`src/rtl/mspwm_pkg.sv`:
```
// Shared constants, types and codes of the multichannel slot PWM.
package mspwm_pkg;

    localparam int SLOTS    = 64;
    localparam int CHANNELS = 16;

    localparam int FUNC_W    = 2;
    localparam int CH_W      = 4;
    localparam int START_W   = 6;
    localparam int LEN_W     = 7;
    localparam int PINS_W    = 16;
    localparam int SLOTNOW_W = 6;
    localparam int EDGE_W    = 2 * PINS_W;

    localparam int SLOT_W = (SLOTS > 1) ? $clog2(SLOTS) : 1;
    localparam int CNT_W  = $clog2(SLOTS + 1);
    localparam int SUM_W  = SLOT_W + 1;

    localparam logic [PINS_W-1:0] CHAN_MASK = PINS_W'((33'd1 << CHANNELS) - 33'd1);

    typedef enum logic [FUNC_W-1:0] {
        FN_ADD   = 2'd0,
        FN_APPLY = 2'd1,
        FN_TICK  = 2'd2,
        FN_OFF   = 2'd3
    } t_func;

    // Commands from the controller to the datapath.
    typedef struct packed {
        logic in_ready;
        logic rd_edge_start;
        logic edge_wr_start;
        logic edge_wr_stop;
        logic mark_step;
        logic apply_commit;
        logic tick_commit;
        logic all_off;
        logic out_load;
    } t_cmd;

    // Status from the datapath to the controller.
    typedef struct packed {
        logic  accepted;
        t_func func;
        logic  add_ok;
        logic  edge_need;
        logic  mark_done;
        logic  out_free;
    } t_sts;

endpackage

```
`src/rtl/mspwm_ctrl.sv`:
```
// Controller state machine that sequences each transaction through the datapath.
module mspwm_ctrl
    import mspwm_pkg::*;
(
    input  logic i_clk,
    input  logic i_rst_n,
    input  t_sts i_sts,
    output t_cmd o_cmd
);
    typedef enum logic [7:0] {
        ST_IDLE   = 8'b0000_0001,
        ST_DEC    = 8'b0000_0010,
        ST_EDGE_A = 8'b0000_0100,
        ST_EDGE_B = 8'b0000_1000,
        ST_MARK   = 8'b0001_0000,
        ST_APPLY  = 8'b0010_0000,
        ST_TICK   = 8'b0100_0000,
        ST_DONE   = 8'b1000_0000
    } t_state;

    t_state r_state;
    t_state n_state;
    t_cmd   cmd;

    always_comb begin
        n_state = r_state;
        cmd     = '0;
        case (r_state)
            ST_IDLE: begin
                cmd.in_ready = 1'b1;
                if (i_sts.accepted) begin
                    n_state = ST_DEC;
                end
            end
            ST_DEC: begin
                case (i_sts.func)
                    FN_ADD: begin
                        if (!i_sts.add_ok) begin
                            n_state = ST_DONE;
                        end else if (i_sts.edge_need) begin
                            cmd.rd_edge_start = 1'b1;
                            n_state = ST_EDGE_A;
                        end else begin
                            n_state = ST_MARK;
                        end
                    end
                    FN_APPLY: n_state = ST_APPLY;
                    FN_TICK:  n_state = ST_TICK;
                    FN_OFF: begin
                        cmd.all_off = 1'b1;
                        n_state = ST_DONE;
                    end
                    default: n_state = ST_DONE;
                endcase
            end
            ST_EDGE_A: begin
                cmd.edge_wr_start = 1'b1;
                n_state = ST_EDGE_B;
            end
            ST_EDGE_B: begin
                cmd.edge_wr_stop = 1'b1;
                n_state = ST_MARK;
            end
            ST_MARK: begin
                if (i_sts.mark_done) begin
                    n_state = ST_DONE;
                end else begin
                    cmd.mark_step = 1'b1;
                end
            end
            ST_APPLY: begin
                cmd.apply_commit = 1'b1;
                n_state = ST_DONE;
            end
            ST_TICK: begin
                cmd.tick_commit = 1'b1;
                n_state = ST_DONE;
            end
            ST_DONE: begin
                if (i_sts.out_free) begin
                    cmd.out_load = 1'b1;
                    n_state = ST_IDLE;
                end
            end
            default: n_state = ST_IDLE;
        endcase
    end

    always_ff @(posedge i_clk) begin
        if (!i_rst_n) begin
            r_state <= ST_IDLE;
        end else begin
            r_state <= n_state;
        end
    end

    assign o_cmd = cmd;
endmodule

```
`config.mk`:
```
export PLATFORM = sky130hd
export DESIGN_NAME = mspwm_ctrl
export DESIGN_NICKNAME = d
export VERILOG_FILES = /design/src/rtl/mspwm_pkg.sv /design/src/rtl/mspwm_ctrl.sv
export SDC_FILE = /design/constraint.sdc
export NUM_CORES = 1
export LEC_CHECK = 0
export BUFFER_PORTS_ARGS = -buffer_cell sky130_fd_sc_hd__buf_2
export CAP_MARGIN = 10
export CELL_PAD_IN_SITES_DETAIL_PLACEMENT = 0
export CELL_PAD_IN_SITES_GLOBAL_PLACEMENT = 1
export CORE_AREA = 2 2 45 47
export CTS_CLUSTER_DIAMETER = 120
export DETAILED_ROUTE_END_ITERATION = 10
export DIE_AREA = 0 0 47 49
export PLACE_DENSITY_LB_ADDON = 0.1
export SETUP_SLACK_MARGIN = 0.3
export SYNTH_ARGS = -nofsm -noshare
export SYNTH_HDL_FRONTEND = slang
export SYNTH_SLANG_ARGS = --single-unit
export TNS_END_PERCENT = 5
```
`constraint.sdc`:
```
create_clock -name i_clk -period 1.3 [get_ports i_clk]
set_input_delay 0.13 -clock i_clk [delete_from_list [all_inputs] [get_ports i_clk]]
set_output_delay 0.13 -clock i_clk [all_outputs]
set_load 0.02 [all_outputs]
```
==> results of run 1 <==
## cells by family after synthesis
group,count (synthesis)
AND/OR/NAND/NOR,40
AO/OA/AOI/OAI,12
flip-flops,8
XOR/XNOR,2
## power groups by stage
stage | registers [mW] | logic [mW] | clock network (mW)
2_1_floorplan | 0.273 | 0.0969 | 0
3_3_place_gp | 0.269 | 0.175 | 0
3_5_place_dp | 0.269 | 0.176 | 0
4_1_cts | 0.264 | 0.203 | 0.202
5_1_grt | 0.266 | 0.230 | 0.210
6_report | 0.264 | 0.211 | 0.189
## worst max-delay path: cells and delay by family, from the launching register on
family	cells	cell delay (ps)
buf+inv	1	170
flops	1	330
simple gates	3	780
## layout make-up
type / instances / area, sq um
Sequential cell: 8 / 169
Clock buffer: 3 / 22.5
Multi-Input combinational cell: 54 / 469
Tap cell: 27 / 33.8
Fill cell: 189 / 886
Timing Repair Buffer: 35 / 262
## synthesized netlist by cell type (all sizes together)
cell | n | area (sq um)
nor3 | 5 | 36.3
xor2 | 1 | 8.76
o31ai | 1 | 12.5
xnor2 | 1 | 8.76
o22a | 1 | 8.76
or3b | 1 | 8.76
o21ai | 4 | 20.0
a21oi | 2 | 10.0
and3 | 2 | 12.5
nand2b | 3 | 26.3
nand3 | 2 | 10.0
and4 | 1 | 8.76
nand2 | 4 | 17.5
nor2 | 10 | 40.0
and2 | 1 | 6.26
a32oi | 1 | 8.76
and4bb | 1 | 12.5
o211ai | 1 | 7.51
dfxtp | 8 | 160
o41ai | 1 | 16.3
nor4b | 3 | 26.3
or3 | 2 | 17.5
nor3b | 2 | 15.0
nor4 | 1 | 21.3
o31a | 1 | 8.76
or2 | 1 | 6.26
nand3b | 1 | 7.51
## how the worst max path moves through the flow
stage                          start         end  slack [ps]  depth (start not counted)
after floorplan           r_state[3]  r_state[4]        -180                          4
after global placement    r_state[1]    o_cmd[1]        -210                          5
after detailed placement  r_state[1]  r_state[7]        -210                          4
after CTS                 r_state[0]    o_cmd[2]        -390                          4
after global routing      r_state[1]    o_cmd[7]        -460                          4
final                     r_state[0]    o_cmd[3]        -360                          4
## stage by stage
| step | util, % | setup slack, ps |
|---|---|---|
| floorplan | - | -176 |
| global placement | 45.4 | -209 |
| detailed placement | 45.4 | -211 |
| CTS | 50.9 | -385 |
| global route | 51.9 | -462 |
| finish | 51.9 | -362 |
## metal layers
layer	share of wire, %	GRT usage [%]
met5	0	0
met3	4.9	4.44
met2	47	20.8
met1	47	21.6
met4	1.4	6.94
## what timing repair did
item / in CTS / in global routing
setup buffers: 2 / 0
cloned: 0 / 0
pin swaps: 5 / 8
hold buffers: 0 / 0
resized for setup: 20 / 5
setup endpoints to repair: 17 / 17
endpoints found under the hold margin: 0 / 0
==> results.json, run 1 <==
{
  "outcome": "complete, but fails checks",
  "violations": "negative setup slack",
  "ys_seq_elements": 8,
  "min_to": "r_state[6]",
  "critPathMaxFanout": 4,
  "sw_frac_of_total_pct": 28.9,
  "maxSlewViolCount": 0,
  "grt_pass1_vias": 575,
  "synth_simple_gate_area_share_pct": 50.2,
  "fp.dieH_microns": 49,
  "insertion_delay_ps": 250,
  "final_cell_mix": "buf_4 (22), buf_2 (8), nor2_1 (6)",
  "finalCriticalPeriod_ps": 1660,
  "fin_worst_skew_ps": 1.52,
  "placed_cells": 122,
  "p_total_mw": 0.663,
  "top_regs": "r_state: 8 flops",
  "first_pass_iters": 3,
  "switchingPower_mw": 0.192,
  "wl_microns": 1460,
  "cpMaxStageDelayCell": "or3_4",
  "grt_usage_pct": 15.2,
  "worstHoldStart": "i_sts[4]",
  "final_common_cell": "buf_4",
  "syn_area_sq_um": 543,
  "num_rows": 16,
  "antenna_cells": 0,
  "coreArea_sq_um": 1840,
  "cp_cell_sequence": "or3_4 -> nand2b_4 -> nor4b_4 -> buf_4",
  "instances_no_fill": 127,
  "worstSetupStartpointType": "register",
  "synth-xor-area-share_pct": 3.23,
  "final_nets": 111,
  "drtIter0Drc": 5,
  "numPortBuffers": 17,
  "internal_power_mw": 0.472,
  "dp_hpwl_microns": 1160,
  "setup_viol": 15,
  "timing.final.ws_setup_ps": -362,
  "clkSlewWorstSetupHoldPaths_ps": 50,
  "min_period_over_period_pct": 128,
  "synth_top_family_by_area": "simple AND/OR/NAND/NOR gates",
  "hold_depth": 2,
  "htreeDepth": 1,
  "synth_nets": 71,
  "comb_power_share_pct": 31.7,
  "r2r-start": "r_state[0]",
  "ff2ff_path_depth": 5,
  "boundaryPins": 18,
  "ys_types": 33,
  "crit_path_end_kind": "output port",
  "grt_setup_unrepaired": "yes",
  "die-area_sq_um": 2300,
  "grt_first_pass_wirelength_microns": 2500,
  "grt_max_degree": 8,
  "hp-class": "primary input to register",
  "vdd_ir_drop_max_uv": 379,
  "largest_reg_flops": 8,
  "place.gp.congestion": 0.704,
  "dr_total_vias": 603,
  "drv_cap": 0,
  "drc": 0,
  "seqPwrFrac_pct": 39.8,
  "cts_buffers": 3,
  "max_stage_delay_ps": 380,
  "syn_avg_cell_area_sq_um": 8.76,
  "p_leak_nw": 0.396,
  "synth_compound_area_share_pct": 17.1,
  "clockBufferDepth": 2,
  "worstMarginPinSlew_ps": 375,
  "ant_nets": 0,
  "largest_register": "r_state",
  "timing.fmax_mhz": 602,
  "reg2reg_slack_ps": -180,
  "layout-area-overhead-vs-synth_pct": 76.0,
  "hold_slack_ps": 104,
  "initial_utilization_pct": 29.5,
  "synthCells": 62,
  "power_density_nw_per_um2": 694,
  "yosysSeqAreaShare_pct": 29.5,
  "worstPathRequired_ps": 1170,
  "hold_viol": 0,
  "reg2reg_to": "r_state[7]",
  "max_slew_margin_pct": 74.7,
  "wl_per_cell_microns": 11.5,
  "setup_tns_ps": -3390,
  "avgViaCountPerCell": 4.75,
  "cts_tree": "yes",
  "synth.area.mux_share_pct": 0,
  "worst_ep_arrival_time_ps": 1530,
  "yosysWarnings": 0,
  "pwr-share-clk_pct": 28.4,
  "dpl-instance-area_sq_um": 837,
  "clock_sinks": 8,
  "antenna_found_initial": 0,
  "drive_gt1_share_pct": 62.0,
  "fin_area_sq_um": 956,
  "critical_path_class": "register to output port",
  "chipWidth_microns": 47,
  "synthAdderAreaFrac_pct": 0,
  "gr-total-overflow": 0,
  "root_buffer": "clkbuf_4"
}
Note: power is estimated with default switching activity, not from simulation.
==> inputs of run 2 (changes only) <==
--- a/config.mk
+++ b/config.mk
@@ -9,12 +9,13 @@
 export CAP_MARGIN = 10
 export CELL_PAD_IN_SITES_DETAIL_PLACEMENT = 0
 export CELL_PAD_IN_SITES_GLOBAL_PLACEMENT = 1
-export CORE_AREA = 2 2 45 47
+export CORE_AREA = 2 2 43 45
 export CTS_CLUSTER_DIAMETER = 120
 export DETAILED_ROUTE_END_ITERATION = 10
-export DIE_AREA = 0 0 47 49
+export DIE_AREA = 0 0 45 47
 export PLACE_DENSITY_LB_ADDON = 0.1
 export SETUP_SLACK_MARGIN = 0.3
+export SLEW_MARGIN = 10
 export SYNTH_ARGS = -nofsm -noshare
 export SYNTH_HDL_FRONTEND = slang
 export SYNTH_SLANG_ARGS = --single-unit
==> constraint.sdc (replaced) <==
create_clock -name i_clk -period 1.8 [get_ports i_clk]
set_input_delay 0.18 -clock i_clk [delete_from_list [all_inputs] [get_ports i_clk]]
set_output_delay 0.18 -clock i_clk [all_outputs]
set_load 0.02 [all_outputs]
==> run 2 against run 1 <==
Compared with the run above: the flow now finishes without violations; critical path depth stayed put; sequential power fell by 27%; combinational power shrank 53%; hold slack gained 53 ps; non-clock buffer count fell by 14; design area down 22%; power fell by 36%; count of clock-buffer cells in the layout did not move; largest cell class unchanged; highest routed layer unchanged.
==> results.json, run 2 (same netlist as run 1, synthesis figures left out) <==
{
  "boundaryPins": 18,
  "hold_viol": 0,
  "maxSlewViolCount": 0,
  "coreArea_sq_um": 1650,
  "numPortBuffers": 17,
  "antenna_found_initial": 0,
  "grt_first_pass_wirelength_microns": 2100,
  "initial_utilization_pct": 32.9,
  "largest_register": "r_state",
  "fp.dieH_microns": 47,
  "critPathMaxFanout": 5,
  "root_buffer": "clkbuf_4",
  "clkSlewWorstSetupHoldPaths_ps": 60,
  "regArea_sq_um": 169,
  "setup_viol": 0,
  "outcome": "complete, no violations",
  "final_nets": 97,
  "grt_usage_pct": 14.5,
  "timing.final.ws_setup_ps": 30.6,
  "layout-area-overhead-vs-synth_pct": 38.0,
  "dpl-instance-area_sq_um": 691,
  "largest_reg_flops": 8,
  "timing.fmax_mhz": 565,
  "cts_tree": "yes",
  "final_common_cell": "buf_2",
  "finalCriticalPeriod_ps": 1770,
  "clock_sinks": 8,
  "drtIter0Drc": 6,
  "htreeDepth": 1,
  "drive_gt1_share_pct": 47.7,
  "cts_buffers": 3,
  "wl_per_cell_microns": 12.2,
  "die-area_sq_um": 2120,
  "crit_path_end_kind": "output port",
  "first_pass_iters": 4,
  "dp_hpwl_microns": 1000,
  "multi_input_area_sq_um": 409,
  "power_density_nw_per_um2": 568,
  "p_leak_nw": 0.319,
  "place.gp.congestion": 0.790,
  "fin_area_sq_um": 749,
  "final_cell_mix": "buf_2 (12), nor2_1 (9), buf_4 (9)",
  "worstSetupStartpointType": "register",
  "num_rows": 15,
  "vdd_ir_drop_max_uv": 337,
  "max_slew_margin_pct": 75.4,
  "avgViaCountPerCell": 5.27,
  "worstPathRequired_ps": 1620,
  "grt_max_degree": 8,
  "wl_microns": 1250,
  "antenna_cells": 0,
  "hp-class": "primary input to register",
  "fill_cells": 170,
  "critical_path_class": "register to output port",
  "grt_pass1_vias": 479,
  "top_regs": "r_state: 8 flops",
  "drv_cap": 0,
  "chipWidth_microns": 45,
  "min_period_over_period_pct": 98.3,
  "worstMarginPinSlew_ps": 364,
  "grt_setup_unrepaired": "yes",
  "worst_ep_arrival_time_ps": 1590,
  "dr_total_vias": 543,
  "place_ws_ps": 229,
  "gr-total-overflow": 0,
  "fin_worst_skew_ps": 9.41,
  "ant_nets": 0,
  "p_total_mw": 0.426,
  "insertion_delay_ps": 250,
  "clockBufferDepth": 2,
  "drc": 0
}
-- run 2: changes by cell type in the layout (fill, tap and decap cells not counted), sizes merged --
cell,before,now
buf,35,21
-- run 2: path summary, 6_finish.rpt --
| path | start | end | slack [ps] | depth (start not counted) |
|---|---|---|---|---|
| setup / recovery | r_state[1] | o_cmd[2] | 30 | 4 |
| hold / removal | i_sts[4] | r_state[6] | 160 | 2 |
| setup reg to reg | r_state[1] | r_state[0] | 270 | 5 |
| hold reg to reg | r_state[7] | r_state[0] | 630 | 2 |
-- run 2: stage by stage --
stage / instances / hold WS, ps / setup TNS [ps] / util [%]
floorplan: 62 / 256 / 0 / -
global placement: 99 / 416 / 0 / 41.8
global route: 103 / 153 / -77.1 / 45.4
detailed placement: 99 / 411 / 0 / 41.8
CTS: 103 / 156 / 0 / 44.0
finish: 103 / 157 / 0 / 45.4
-- run 2: what timing repair did --
item	in CTS	in global routing
endpoints found under the setup margin	12	12
buffers inserted	1	0
hold buffers	0	0
pin swaps	1	3
resized for setup	4	9
-- run 2: critical path, stage by stage (launching register included) --
cell and delay, ps:
dfxtp_2 340, or3_4 400, nand2b_4 180, nor4b_2 250, buf_4 180
-- run 2: area by class of cell --
type | instances | area share, %
repair buffers | 21 | 17.0
well taps | 17 | 2.84
multi-input cells | 54 | 54.6
clock buffers | 3 | 3.01
flip-flops and latches | 8 | 22.5
-- run 2: layer usage --
metal  vias to the layer above  global-route usage, %  wire, microns
li1                        285                      -              -
met1                       243                   19.1            589
met2                        13                   21.4            589
met3                         2                   1.15             47
met4                         0                   12.4             27
met5                         -                      0              0
-- run 2: where the power goes --
group | internal [mW] | total (mW) | leakage [nW] | switching, mW
Sequential | 0.183 | 0.193 | 0.0669 | 0.00933
Clock | 0.0760 | 0.133 | 0.0138 | 0.0566
Combinational | 0.0469 | 0.100 | 0.239 | 0.0535
Total | 0.306 | 0.426 | 0.319 | 0.119
